$ cat config.mk
export PLATFORM = sky130hd
export DESIGN_NAME = priority_status_led_blinker
export DESIGN_NICKNAME = d
export VERILOG_FILES = /design/src/psl_pkg.sv /design/src/psl_entry_mem.sv /design/src/psl_picker.sv /design/src/priority_status_led_blinker.sv
export SDC_FILE = /design/constraint.sdc
export NUM_CORES = 1
export LEC_CHECK = 0
export ABC_CLOCK_PERIOD_IN_PS = 6100
export BUFFER_PORTS_ARGS = -buffer_cell sky130_fd_sc_hd__buf_2
export CELL_PAD_IN_SITES_DETAIL_PLACEMENT = 1
export CELL_PAD_IN_SITES_GLOBAL_PLACEMENT = 1
export CORE_ASPECT_RATIO = 1.1
export CORE_MARGIN = 1
export CORE_UTILIZATION = 35
export DETAILED_ROUTE_END_ITERATION = 6
export PLACE_DENSITY_LB_ADDON = 0.1
export SLEW_MARGIN = 30
export SYNTH_ARGS = -nofsm -noshare
export SYNTH_HDL_FRONTEND = slang
export SYNTH_SLANG_ARGS = --single-unit
$ cat constraint.sdc
create_clock -name clk -period 6.1 [get_ports clk]
set_clock_uncertainty 0.05 [all_clocks]
set_input_delay 0 -clock clk [delete_from_list [all_inputs] [get_ports clk]]
set_output_delay 0 -clock clk [all_outputs]
set_load 0.01 [all_outputs]
$ cat src/psl_pkg.sv
package psl_pkg;

    localparam int LED_SLOTS = 8;

    localparam logic [7:0] DONE_MAX = 8'hFF;

    // request kinds carried in the input tuser
    typedef enum logic [1:0] {
        REQ_TICK       = 2'd0,
        REQ_WRITE      = 2'd1,
        REQ_REMOVE     = 2'd2,
        REQ_SET_ACTIVE = 2'd3
    } req_t;

    // one table entry as held in the entry memory
    typedef struct packed {
        logic [7:0]  prio;
        logic [2:0]  color;
        logic [15:0] period;
        logic [7:0]  limit;
        logic [7:0]  done;
        logic [31:0] order;
    } entry_t;

    // picker control from the sequencer
    typedef struct packed {
        logic clear;
        logic cand_valid;
    } pick_ctl_t;

endpackage

$ cat src/psl_entry_mem.sv
module psl_entry_mem #(
    parameter int DEPTH = psl_pkg::LED_SLOTS,
    parameter int AW    = $clog2(psl_pkg::LED_SLOTS)
) (
    input  logic             clk,
    input  logic             wr_en,
    input  logic [AW-1:0]    wr_addr,
    input  psl_pkg::entry_t  wr_data,
    input  logic             rd_en,
    input  logic [AW-1:0]    rd_addr,
    output psl_pkg::entry_t  rd_data
);
    import psl_pkg::*;

    entry_t mem [DEPTH];

    always_ff @(posedge clk)
    begin
        if (wr_en)
        begin
            mem[wr_addr] <= wr_data;
        end
    end

    always_ff @(posedge clk)
    begin
        if (rd_en)
        begin
            rd_data <= mem[rd_addr];
        end
    end

endmodule

$ cat src/psl_picker.sv
module psl_picker #(
    parameter int SLOT_W = $clog2(psl_pkg::LED_SLOTS)
) (
    input  logic               clk,
    input  logic               rst_n,
    input  psl_pkg::pick_ctl_t ctl,
    input  psl_pkg::entry_t    cand,
    input  logic [SLOT_W-1:0]  cand_idx,
    output logic               found,
    output logic [SLOT_W-1:0]  best_idx,
    output psl_pkg::entry_t    best
);
    import psl_pkg::*;

    logic              found_reg;
    logic              found_next;
    logic [SLOT_W-1:0] idx_reg;
    logic [SLOT_W-1:0] idx_next;
    entry_t            best_reg;
    entry_t            best_next;
    logic              wins;

    // strict compare: on a full tie the earlier (lower) slot keeps its place
    assign wins = !found_reg ||
                  (cand.prio > best_reg.prio) ||
                  ((cand.prio == best_reg.prio) && (cand.order > best_reg.order));

    always_comb
    begin
        found_next = found_reg;
        idx_next   = idx_reg;
        best_next  = best_reg;
        if (ctl.clear)
        begin
            found_next = 1'b0;
        end
        else if (ctl.cand_valid && wins)
        begin
            found_next = 1'b1;
            idx_next   = cand_idx;
            best_next  = cand;
        end
    end

    always_ff @(posedge clk or negedge rst_n)
    begin
        if (!rst_n)
        begin
            found_reg <= 1'b0;
        end
        else
        begin
            found_reg <= found_next;
        end
    end

    always_ff @(posedge clk)
    begin
        idx_reg  <= idx_next;
        best_reg <= best_next;
    end

    assign found    = found_reg;
    assign best_idx = idx_reg;
    assign best     = best_reg;

endmodule

$ cat src/priority_status_led_blinker.sv
// Priority status LED blinker.
// Requests arrive on s_axis with the kind in tuser: a one-millisecond tick,
// a write of a table entry, a remove, or a change of an entry's active flag.
// Every request gives exactly one result on the m_axis stream: the RGB pin
// levels, whether an entry is shown and which slot. Pins and shown slot
// change on ticks only.
// The entry table sits in a synchronous memory; valid and active flags are
// flip-flops. A tick scans the memory one slot a cycle to find the shown
// entry, then updates the blink phase and, when the shown entry blinks with
// a limit, writes back its blink count. A tick passes ST_SCAN, ST_APPLY,
// ST_COUNT (only for that case) and ST_OUT; other requests go straight to
// ST_OUT. The scan through the single memory read port sets the pace of a
// tick. ST_OUT loads the result register once the output is free; only one
// request is taken at a time.
// One result register parts the two sides: a new request is taken
// while the previous result waits; a stalled receiver holds the result and
// the block stops once the next result is ready.
// cfg_wr_en/cfg_wr_data write led_off_level, used from the next tick on.
// Reset clears all flags, clocks and the blink state; outputs read zero and
// no result is pending. No clearing pass is needed.
module priority_status_led_blinker #(
    parameter int SLOTS = psl_pkg::LED_SLOTS
) (
    input  logic        clk,
    input  logic        rst_n,
    input  logic        cfg_wr_en,
    input  logic        cfg_wr_data,     // led_off_level
    input  logic        s_axis_tvalid,
    output logic        s_axis_tready,
    // [1:0] req_type
    input  logic [1:0]  s_axis_tuser,
    // [2:0] slot, [10:3] priority_req, [13:11] color, [29:14] blink_period,
    // [37:30] blink_limit, [38] active_flag
    input  logic [39:0] s_axis_tdata,
    output logic        m_axis_tvalid,
    input  logic        m_axis_tready,
    // [0] red_level, [1] green_level, [2] blue_level, [3] shown_valid,
    // [6:4] shown_slot
    output logic [15:0] m_axis_tdata
);
    import psl_pkg::*;

    localparam int SLOT_W = $clog2(SLOTS);
    localparam int CNT_W  = SLOT_W + 1;
    localparam logic [CNT_W-1:0] SLOT_NONE = CNT_W'(SLOTS);

    typedef enum logic [2:0] {
        ST_IDLE,
        ST_SCAN,
        ST_APPLY,
        ST_COUNT,
        ST_OUT
    } state_t;

    state_t            state_reg;
    logic              off_level_reg;
    logic [SLOTS-1:0]  valid_reg;
    logic [SLOTS-1:0]  active_reg;
    logic [31:0]       add_cnt_reg;
    logic [31:0]       ms_clock_reg;
    logic [31:0]       last_toggle_reg;
    logic              blink_phase_reg;
    logic              prev_phase_reg;
    logic [CNT_W-1:0]  last_shown_reg;
    logic [CNT_W-1:0]  scan_cnt_reg;
    logic [2:0]        pins_reg;
    logic              shown_valid_reg;
    logic [2:0]        shown_slot_reg;
    logic              m_valid_reg;
    logic [15:0]       m_data_reg;

    // request fields
    req_t              req_type;
    logic [2:0]        req_slot;
    logic [SLOT_W-1:0] slot_idx;
    logic              in_range;
    logic              accept;
    entry_t            new_entry;

    // memory ports
    logic              mem_wr_en;
    logic [SLOT_W-1:0] mem_wr_addr;
    entry_t            mem_wr_data;
    logic              mem_rd_en;
    entry_t            mem_rd_data;

    // picker
    pick_ctl_t         pick_ctl;
    logic [SLOT_W-1:0] cand_idx;
    logic              best_found;
    logic [SLOT_W-1:0] best_idx;
    entry_t            best;

    // tick evaluation
    logic              phase0;
    logic              show_on;
    logic [31:0]       elapsed;
    logic              toggle;
    logic              phase1;
    logic [2:0]        pins_next;
    logic              fall;
    logic [7:0]        done_next;
    entry_t            wb_entry;
    logic              out_free;

    assign req_type  = req_t'(s_axis_tuser);
    assign req_slot  = s_axis_tdata[2:0];
    assign slot_idx  = SLOT_W'(req_slot);
    assign in_range  = ({29'd0, req_slot} < 32'(SLOTS));
    assign accept    = s_axis_tvalid && s_axis_tready;
    assign s_axis_tready = (state_reg == ST_IDLE);

    always_comb
    begin
        new_entry.prio   = s_axis_tdata[10:3];
        new_entry.color  = s_axis_tdata[13:11];
        new_entry.period = s_axis_tdata[29:14];
        new_entry.limit  = s_axis_tdata[37:30];
        new_entry.done   = 8'd0;
        new_entry.order  = add_cnt_reg;
    end

    // scan: read slot n at count n, judge it in the next cycle
    assign mem_rd_en = (state_reg == ST_SCAN) && (scan_cnt_reg != SLOT_NONE);
    assign cand_idx  = SLOT_W'(scan_cnt_reg - CNT_W'(1));

    always_comb
    begin
        pick_ctl.clear      = accept && (req_type == REQ_TICK);
        pick_ctl.cand_valid = (state_reg == ST_SCAN) && (scan_cnt_reg != '0) &&
                              valid_reg[cand_idx] && active_reg[cand_idx];
    end

    assign fall      = prev_phase_reg && !blink_phase_reg;
    assign done_next = (fall && (best.done != DONE_MAX)) ? best.done + 8'd1 : best.done;

    always_comb
    begin
        wb_entry      = best;
        wb_entry.done = done_next;
    end

    assign mem_wr_en   = (accept && (req_type == REQ_WRITE) && in_range) ||
                         (state_reg == ST_COUNT);
    assign mem_wr_addr = (state_reg == ST_COUNT) ? best_idx : slot_idx;
    assign mem_wr_data = (state_reg == ST_COUNT) ? wb_entry : new_entry;

    psl_entry_mem #(
        .DEPTH (SLOTS),
        .AW    (SLOT_W)
    ) u_mem (
        .clk     (clk),
        .wr_en   (mem_wr_en),
        .wr_addr (mem_wr_addr),
        .wr_data (mem_wr_data),
        .rd_en   (mem_rd_en),
        .rd_addr (SLOT_W'(scan_cnt_reg)),
        .rd_data (mem_rd_data)
    );

    psl_picker #(
        .SLOT_W (SLOT_W)
    ) u_picker (
        .clk      (clk),
        .rst_n    (rst_n),
        .ctl      (pick_ctl),
        .cand     (mem_rd_data),
        .cand_idx (cand_idx),
        .found    (best_found),
        .best_idx (best_idx),
        .best     (best)
    );

    // a newly shown slot starts with the phase off
    assign phase0  = ({1'b0, best_idx} == last_shown_reg) ? blink_phase_reg : 1'b0;
    assign show_on = (best.period == 16'd0) || phase0;
    assign elapsed = ms_clock_reg - last_toggle_reg;
    assign toggle  = (best.period != 16'd0) && (elapsed > {16'd0, best.period});
    assign phase1  = phase0 ^ toggle;
    assign pins_next = show_on ? (best.color ^ {3{off_level_reg}}) : {3{off_level_reg}};

    assign out_free = !m_valid_reg || m_axis_tready;

    always_ff @(posedge clk or negedge rst_n)
    begin
        if (!rst_n)
        begin
            state_reg       <= ST_IDLE;
            off_level_reg   <= 1'b0;
            valid_reg       <= '0;
            active_reg      <= '0;
            add_cnt_reg     <= '0;
            ms_clock_reg    <= '0;
            last_toggle_reg <= '0;
            blink_phase_reg <= 1'b0;
            prev_phase_reg  <= 1'b0;
            last_shown_reg  <= SLOT_NONE;
            scan_cnt_reg    <= '0;
            pins_reg        <= '0;
            shown_valid_reg <= 1'b0;
            shown_slot_reg  <= '0;
            m_valid_reg     <= 1'b0;
            m_data_reg      <= '0;
        end
        else
        begin
            if (cfg_wr_en)
            begin
                off_level_reg <= cfg_wr_data;
            end

            // in ST_OUT the result register is reloaded below instead
            if (m_valid_reg && m_axis_tready && (state_reg != ST_OUT))
            begin
                m_valid_reg <= 1'b0;
            end

            unique case (state_reg)
                ST_IDLE:
                begin
                    if (accept)
                    begin
                        state_reg <= (req_type == REQ_TICK) ? ST_SCAN : ST_OUT;
                        case (req_type)
                            REQ_TICK:
                            begin
                                ms_clock_reg <= ms_clock_reg + 32'd1;
                                scan_cnt_reg <= '0;
                            end
                            REQ_WRITE:
                            begin
                                if (in_range)
                                begin
                                    valid_reg[slot_idx]  <= 1'b1;
                                    active_reg[slot_idx] <= s_axis_tdata[38];
                                    add_cnt_reg          <= add_cnt_reg + 32'd1;
                                    if (last_shown_reg == {1'b0, slot_idx})
                                    begin
                                        last_shown_reg <= SLOT_NONE;
                                    end
                                end
                            end
                            REQ_REMOVE:
                            begin
                                if (in_range)
                                begin
                                    valid_reg[slot_idx]  <= 1'b0;
                                    active_reg[slot_idx] <= 1'b0;
                                    if (last_shown_reg == {1'b0, slot_idx})
                                    begin
                                        last_shown_reg <= SLOT_NONE;
                                    end
                                end
                            end
                            default:
                            begin
                                if (in_range && valid_reg[slot_idx])
                                begin
                                    active_reg[slot_idx] <= s_axis_tdata[38];
                                end
                            end
                        endcase
                    end
                end
                ST_SCAN:
                begin
                    scan_cnt_reg <= scan_cnt_reg + CNT_W'(1);
                    if (scan_cnt_reg == SLOT_NONE)
                    begin
                        state_reg <= ST_APPLY;
                    end
                end
                ST_APPLY:
                begin
                    if (!best_found)
                    begin
                        pins_reg        <= '0;
                        shown_valid_reg <= 1'b0;
                        shown_slot_reg  <= '0;
                        state_reg       <= ST_OUT;
                    end
                    else
                    begin
                        pins_reg        <= pins_next;
                        shown_valid_reg <= 1'b1;
                        shown_slot_reg  <= 3'(best_idx);
                        last_shown_reg  <= {1'b0, best_idx};
                        blink_phase_reg <= phase1;
                        if (toggle)
                        begin
                            last_toggle_reg <= ms_clock_reg;
                        end
                        if ((best.period != 16'd0) && (best.limit != 8'd0))
                        begin
                            state_reg <= ST_COUNT;
                        end
                        else
                        begin
                            state_reg <= ST_OUT;
                        end
                    end
                end
                ST_COUNT:
                begin
                    prev_phase_reg <= blink_phase_reg;
                    if (done_next >= best.limit)
                    begin
                        active_reg[best_idx] <= 1'b0;
                    end
                    state_reg <= ST_OUT;
                end
                ST_OUT:
                begin
                    if (out_free)
                    begin
                        m_valid_reg <= 1'b1;
                        m_data_reg  <= {9'd0, shown_slot_reg, shown_valid_reg,
                                        pins_reg[0], pins_reg[1], pins_reg[2]};
                        state_reg   <= ST_IDLE;
                    end
                end
                default:
                begin
                    state_reg <= ST_IDLE;
                end
            endcase
        end
    end

    assign m_axis_tvalid = m_valid_reg;
    assign m_axis_tdata  = m_data_reg;

endmodule

==> results of run 1 <==
## area by class of cell
| cell class | count | area [um2] |
|---|---|---|
| Fill cell | 10765 | 63900 |
| Sequential cell | 895 | 26200 |
| Multi-Input combinational cell | 1390 | 11200 |
| Clock buffer | 135 | 2730 |
| Tap cell | 1408 | 1760 |
| Timing Repair Buffer | 129 | 1130 |
| Inverter | 112 | 422 |
| Clock inverter | 44 | 260 |
| Antenna cell | 1 | 2.50 |
## metrics by stage
stage | area (um2) | cells | hold slack (ns)
global route | 43600 | 4113 | 0.0436
floorplan | 38100 | 2505 | -0.346
finish | 43600 | 4114 | 0.0214
CTS | 43600 | 4112 | 0.0141
detailed placement | 40200 | 3887 | 0.0644
global placement | 40100 | 3887 | 0.0491
## routing by layer
| layer | up-vias | wire length, um | GRT usage (%) |
|---|---|---|---|
| met5 | - | 0 | 0 |
| met4 | 0 | 1700 | 4.58 |
| met3 | 105 | 2680 | 2.20 |
| met2 | 261 | 46800 | 29.5 |
| met1 | 11236 | 44400 | 24.4 |
| li1 | 9650 | - | - |
## power by group through the flow
| stage | Combinational [mW] | Clock, mW | Sequential (mW) |
|---|---|---|---|
| 6_report | 4.31 | 5.52 | 7.69 |
| 3_3_place_gp | 4.29 | 0 | 7.80 |
| 2_1_floorplan | 3.16 | 0 | 7.62 |
| 5_1_grt | 4.82 | 5.93 | 7.75 |
| 3_5_place_dp | 4.38 | 0 | 7.82 |
| 4_1_cts | 4.43 | 5.73 | 7.70 |
## cell families after synthesis
| group | after synthesis | synth area share, % |
|---|---|---|
| AO/OA/AOI/OAI | 306 | 5.02 |
| XOR/XNOR | 100 | 2.30 |
| adder cells (fa/ha/maj) | 104 | 3.44 |
| buffers and inverters | 220 | 2.30 |
| flip-flops | 895 | 68.7 |
| multiplexers | 197 | 10.3 |
| other | 1 | 0.00985 |
| AND/OR/NAND/NOR | 674 | 7.91 |
## how the worst max path moves through the flow
stage,from,endpoint,slack (ns)
after detailed placement,ms_clock_reg[0],last_toggle_reg[30],0.74
after global placement,ms_clock_reg[0],last_toggle_reg[0],0.76
after CTS,ms_clock_reg[0],last_toggle_reg[7],0.69
after floorplan,scan_cnt_reg[1],u_picker.best[0],0.85
after global routing,ms_clock_reg[0],last_toggle_reg[7],0.27
final,ms_clock_reg[0],last_toggle_reg[7],0.75
## cells in the final DEF, fill, tap and decap left out, types with 39 or more instances in the layout
cell type	n
edfxtp_1	753
dfrtp_1	138
mux4_2	151
inv_1	111
dlygate4sd3_1	46
nand2_1	409
nor2_1	64
buf_2	54
clkbuf_16	99
nand4_1	39
ha_1	103
xnor2_1	62
o21ai_0	102
a21oi_1	53
## critical path: stages (launching register included)
cell	delay (ns)
dfrtp_1	0.43
inv_1	0.11
ha_1	0.23
fa_1	0.40
nand2b_1	0.18
a21oi_1	0.26
o21ai_1	0.22
o21ai_0	0.31
a21oi_1	0.13
xnor2_1	0.21
ha_1	0.30
a21oi_1	0.16
nand2_1	0.08
a21o_1	0.19
a221oi_1	0.21
a21oi_1	0.11
a2111oi_2	0.40
nand3b_4	0.14
o31ai_4	0.23
buf_4	0.46
mux2_1	0.37
==> summary.txt, run 1 <==
Power
  – Total power: roughly 18 mW
  – Int Pwr: roughly 12 mW
  – Pwr Density: about 400 nW/um2
  – Clock power share: a little under a third
  – Register share of total power: 43.9%
  – LEAKAGE: between 15 and 20 nW
  – Comb power frac: approximately a quarter
  – Sw Ratio: a little under 30%
  – NetSw: 5.20 mW
  – VDD IR max: roughly 0.23 mV

Synthesis
  – Yosys Warn Count: 0
  – Yosys top cell by area: edfxtp_1
  – Cell variety after synth: 75
  – Syn Inst Count: 2,497
  – Average size of a mapped cell: 15.2 um2
  – Area share of the largest cell type after synthesis: 59.4%
  – Top FF cell, synth: edfxtp_1
  – Top-count cell post-synth: edfxtp_1
  – Async set or reset register ratio after synthesis: 15.9%
  – Synth cell count leaders: 753 x edfxtp_1, 409 x nand2_1, 151 x mux4_2
  – EDFF count, synth: ~750
  – Mapped Area: 38,100 um2
  – Sequential share of the synthesized area: 68.7%
  – Register bit total from synthesis: a little under 900
  – Leading post-synthesis cells by cell area: edfxtp_1 59%, dfrtp_1 9.3%, mux4_2 8.9%, nand2_1 4.0%, ha_1 3.4%

Clocking
  – Post-CTS resize count: 0
  – Clock-pin slew on the worst setup and hold paths: around 0.06 ns
  – CTS Buffer Depth: 3
  – Hold-fix buffers at CTS: 46
  – CTS buffer count: 95
  – CTS tree: done
  – Postcts setup bufs: 0
  – Worst skew pair latency: around 0.67 ns
  – H-tree levels: 3
  – Clock sink count: just under 900
  – Root Buffer: clkbuf_16

Outcome
  – Status: finished clean

Worst setup path
  – Reg2reg setup slack: around 0.75 ns
  – Worst Path Max Fanout: 32
  – Worst Path Arrival: ~5.8 ns
  – Reg2Reg Depth: 20
  – Reg2reg end: last_toggle_reg[7]
  – Worst EP required: 6.57 ns
  – Crit Path Class: reg2reg
  – R2R Path Start: ms_clock_reg[0]
  – Crit start category: flop
  – CP endpoint kind: flop

Placed design
  – Dpl hpwl: approximately 55,000 um
  – Port bufs: between 50 and 60
  – Setup WS pre-CTS: 0.740 ns
  – GPL Wtd Cong: 0.806

Timing
  – # setup viols final: 0
  – Slew @ Worst Pin: ~0.94 ns
  – Fin Setup TNS: 0 ns
  – Final slew viol count: 0
  – Fin crit period: around 5.3 ns
  – Max_slew headroom: 37.5%
  – Unrepaired setup endpoints after global routing: no
  – Final worst setup slack: approximately 0.75 ns
  – Fmax: ~190 MHz
  – Final hold vios: 0
  – Share of the clock period used by the worst path: between 80% and 90%

Hold path
  – Hold Path End: u_mem.mem[2][73]
  – Cell depth of the worst min-delay path: 3
  – Worst hold path type: in2reg
  – HP Start: s_axis_tdata[9]

Floorplanning
  – Site Rows: between 100 and 150
  – Die ar.: approximately 110,000 um2
  – Die Span X: 316 um
  – IO Pins: 66
  – Die height: 348 um
  – CORE AREA: about 110,000 um2
  – Starting Density: a little over a third

Global route
  – Total track usage: between 10% and 20%
  – Largest net degree at the start of global routing: ~130
  – Number of global-route vias before repair: roughly 23,000
  – Grt ovf: 0
  – Initial antenna violation count: 1
  – First-pass GRT wire length: about 150,000 um

Routing
  – DRC viols: 0
  – Per-cell routed wire length: roughly 23 um
  – 1st-iter DRT viols: 1,005
  – Drt pass-1 iters: 4
  – Final ANT Viol Nets: 0
  – Final WL: about 96,000 um
  – Vias per std cell: around 5.2
  – DR vias: about 21,000

Layout
  – Layout area overhead: 14.6%
  – # nets final: 2,775
  – Final Util: ~41%
  – Share of post-route cells with drive strength above 1: between 10% and 20%
  – Largest register FFs: 600

Flow run
  – Max-cap violation count: 0
Power figures use the tool's default switching activity.
==> run 2, diff against run 1 <==
- CORE_UTILIZATION: 35 -> 48
==> run 2 against run 1 <==
Effect of this change:
- the run now ends with hold timing left
- final cell count down 9.2%
- flip-flop and latch count unchanged
- critical path depth is 1 lower
- clock-buffer cell count decreased by 6
- largest cell class unchanged
- clock power grew 4.2%
==> summary.txt, run 2 (same netlist as run 1, synthesis figures left out) <==
Timing
  – # setup viols final: 0
  – Fin Setup TNS: 0 ns
  – Share of the clock period used by the worst path: between 80% and 90%
  – Fin crit period: 5.34 ns
  – Fmax: between 150 and 200 MHz
  – Hold slack: -0.0436 ns
  – Max_slew headroom: approximately a third
  – Slew @ Worst Pin: approximately 0.97 ns
  – Unrepaired setup endpoints after global routing: no
  – Final hold vios: 8
  – Final slew viol count: 0

Layout
  – Largest register FFs: 600
  – # nets final: 2,780
  – Most common cell after layout, fill and taps aside: edfxtp_1
  – N_diodes: 0
  – Share of post-route cells with drive strength above 1: between 10% and 20%
  – Commonest cells after routing, fill and taps aside: 753 x edfxtp_1, 409 x nand2_1, 151 x mux4_2
  – Layout area overhead: 13.7%
  – Non-Filler Instances: roughly 3,700

Outcome
  – Violated checks: hold timing
  – Status: finished with violations

Floorplanning
  – Site Rows: between 100 and 150
  – Starting Density: slightly below 50%
  – Die Span X: between 200 and 300 um
  – CORE AREA: about 78,000 um2
  – IO Pins: 66
  – Die height: around 300 um
  – Die ar.: about 80,000 um2

Worst setup path
  – Crit Path Class: reg2reg
  – Worst Path Max Fanout: 32
  – CP endpoint kind: flop
  – Worst Path Arrival: between 5 and 6 ns
  – Reg2Reg Depth: 19
  – Reg2reg setup slack: 0.76 ns
  – Worst EP required: ~6.6 ns
  – CP Capture Point: last_toggle_reg[10]
  – Crit start category: flop
  – Crit. Startpoint: ms_clock_reg[0]
  – R2R Path Start: ms_clock_reg[0]
  – Reg2reg end: last_toggle_reg[10]

Clocking
  – Root Buffer: clkbuf_16
  – CTS Buffer Depth: 3
  – Clock sink count: 895
  – Postcts setup bufs: 0
  – H-tree levels: 3
  – CTS buffer count: just over 90
  – Worst skew pair latency: around 0.67 ns
  – Clock-pin slew on the worst setup and hold paths: around 0.060 ns
  – Post-CTS resize count: 0
  – CTS tree: done

Placed design
  – Port bufs: 55
  – Dpl hpwl: around 54,000 um
  – GPL Wtd Cong: around 0.84
  – Dpl cells: 3,519

Routing
  – Per-cell routed wire length: around 25 um
  – Final ANT Viol Nets: 0
  – Drt pass-1 iters: 5
  – DR vias: approximately 21,000
  – Metal2 WL: between 40,000 and 50,000 um
  – Vias per std cell: roughly 5.7
  – Met3 wire len: ~3400 um
  – 1st-iter DRT viols: around 1,500
  – Met1 wire length: between 40,000 and 50,000 um
  – Final WL: approximately 90,000 um
  – Top Metal Used: met4
  – DRC viols: 0

Global route
  – Total track usage: about a quarter
  – Initial antenna violation count: 0
  – Largest net degree at the start of global routing: between 70 and 80
  – First-pass GRT wire length: ~140,000 um
  – Number of global-route vias before repair: 23,536
  – Grt ovf: 0

Power
  – Sw Ratio: 29.1%
  – LEAKAGE: 16.4 nW
  – Pwr Density: between 400 and 500 nW/um2
  – Comb power frac: roughly a quarter
  – VDD IR max: 0.265 mV
  – Clock power share: between 30% and 40%
  – Int Pwr: 12.5 mW
  – Register share of total power: 43.3%
  – NetSw: approximately 5 mW

Hold path
  – Worst hold path type: in2reg

Flow run
  – Max-cap violation count: 0
==> run 2: layout make-up <==
cell class	count	area, um2
Clock buffer	129	2570
Multi-Input combinational cell	1390	11200
Clock inverter	38	524
Tap cell	1035	1290
Inverter	112	422
Fill cell	7312	34600
Timing Repair Buffer	137	1140
Sequential cell	895	26200
==> run 2: metrics by stage <==
stage	power [mW]	setup WS [ns]	util, %	cell area, um2	hold WS [ns]
after global placement	11.9	0.910	50.9	39600	0.0314
after floorplan	10.8	0.853	-	38100	-0.346
final	17.7	0.761	55.6	43300	-0.0436
after global routing	18.5	0.356	55.6	43300	0.00412
after detailed placement	12.1	0.810	50.9	39700	0.0333
after CTS	17.9	0.747	55.5	43200	0.0136
==> run 2: critical path, cell delays in order (launching register included) <==
cell and delay (ns):
dfrtp_1 0.42, inv_1 0.09, ha_1 0.24, fa_1 0.41, nand2b_1 0.19, a21oi_1 0.28, o21ai_1 0.23, o21ai_0 0.32
a21oi_1 0.14, xnor2_1 0.15, ha_1 0.32, and4_1 0.18, nor3b_1 0.16, a221oi_1 0.28, a21oi_1 0.11, a2111oi_2 0.42
nand3b_4 0.14, o31ai_4 0.22, buf_4 0.44, mux2_1 0.39
==> run 2: how the worst min path moves through the flow <==
stage	start	end	slack, ns	depth (start not counted)
floorplan	rst_n	async pin	-0.35	0
global placement	rst_n	last_shown_reg[2]	0.03	1
detailed placement	rst_n	last_shown_reg[2]	0.03	1
CTS	s_axis_tdata[25]	u_mem.mem[1][59]	0.01	3
global route	s_axis_tdata[27]	u_mem.mem[4][61]	0.004	3
finish	s_axis_tdata[27]	u_mem.mem[6][61]	-0.04	3
==> run 2: power groups by stage <==
stage | logic, mW | registers, mW | clock network (mW)
finish | 4.27 | 7.67 | 5.75
global route | 4.75 | 7.71 | 6.08
CTS | 4.33 | 7.67 | 5.89
detailed placement | 4.27 | 7.79 | 0
global placement | 4.16 | 7.76 | 0
floorplan | 3.16 | 7.62 | 0
==> run 2: repair_timing <==
item	CTS	global route
endpoints found under the setup margin	0	0
hold buffers	46	3
hold endpoints to repair	333	24
==> run 2: layer usage <==
metal / vias up / global-route usage (%)
li1: 9623 / -
met1: 11326 / 31.9
met2: 377 / 39.1
met3: 119 / 3.12
met4: 0 / 7.29
met5: - / 0
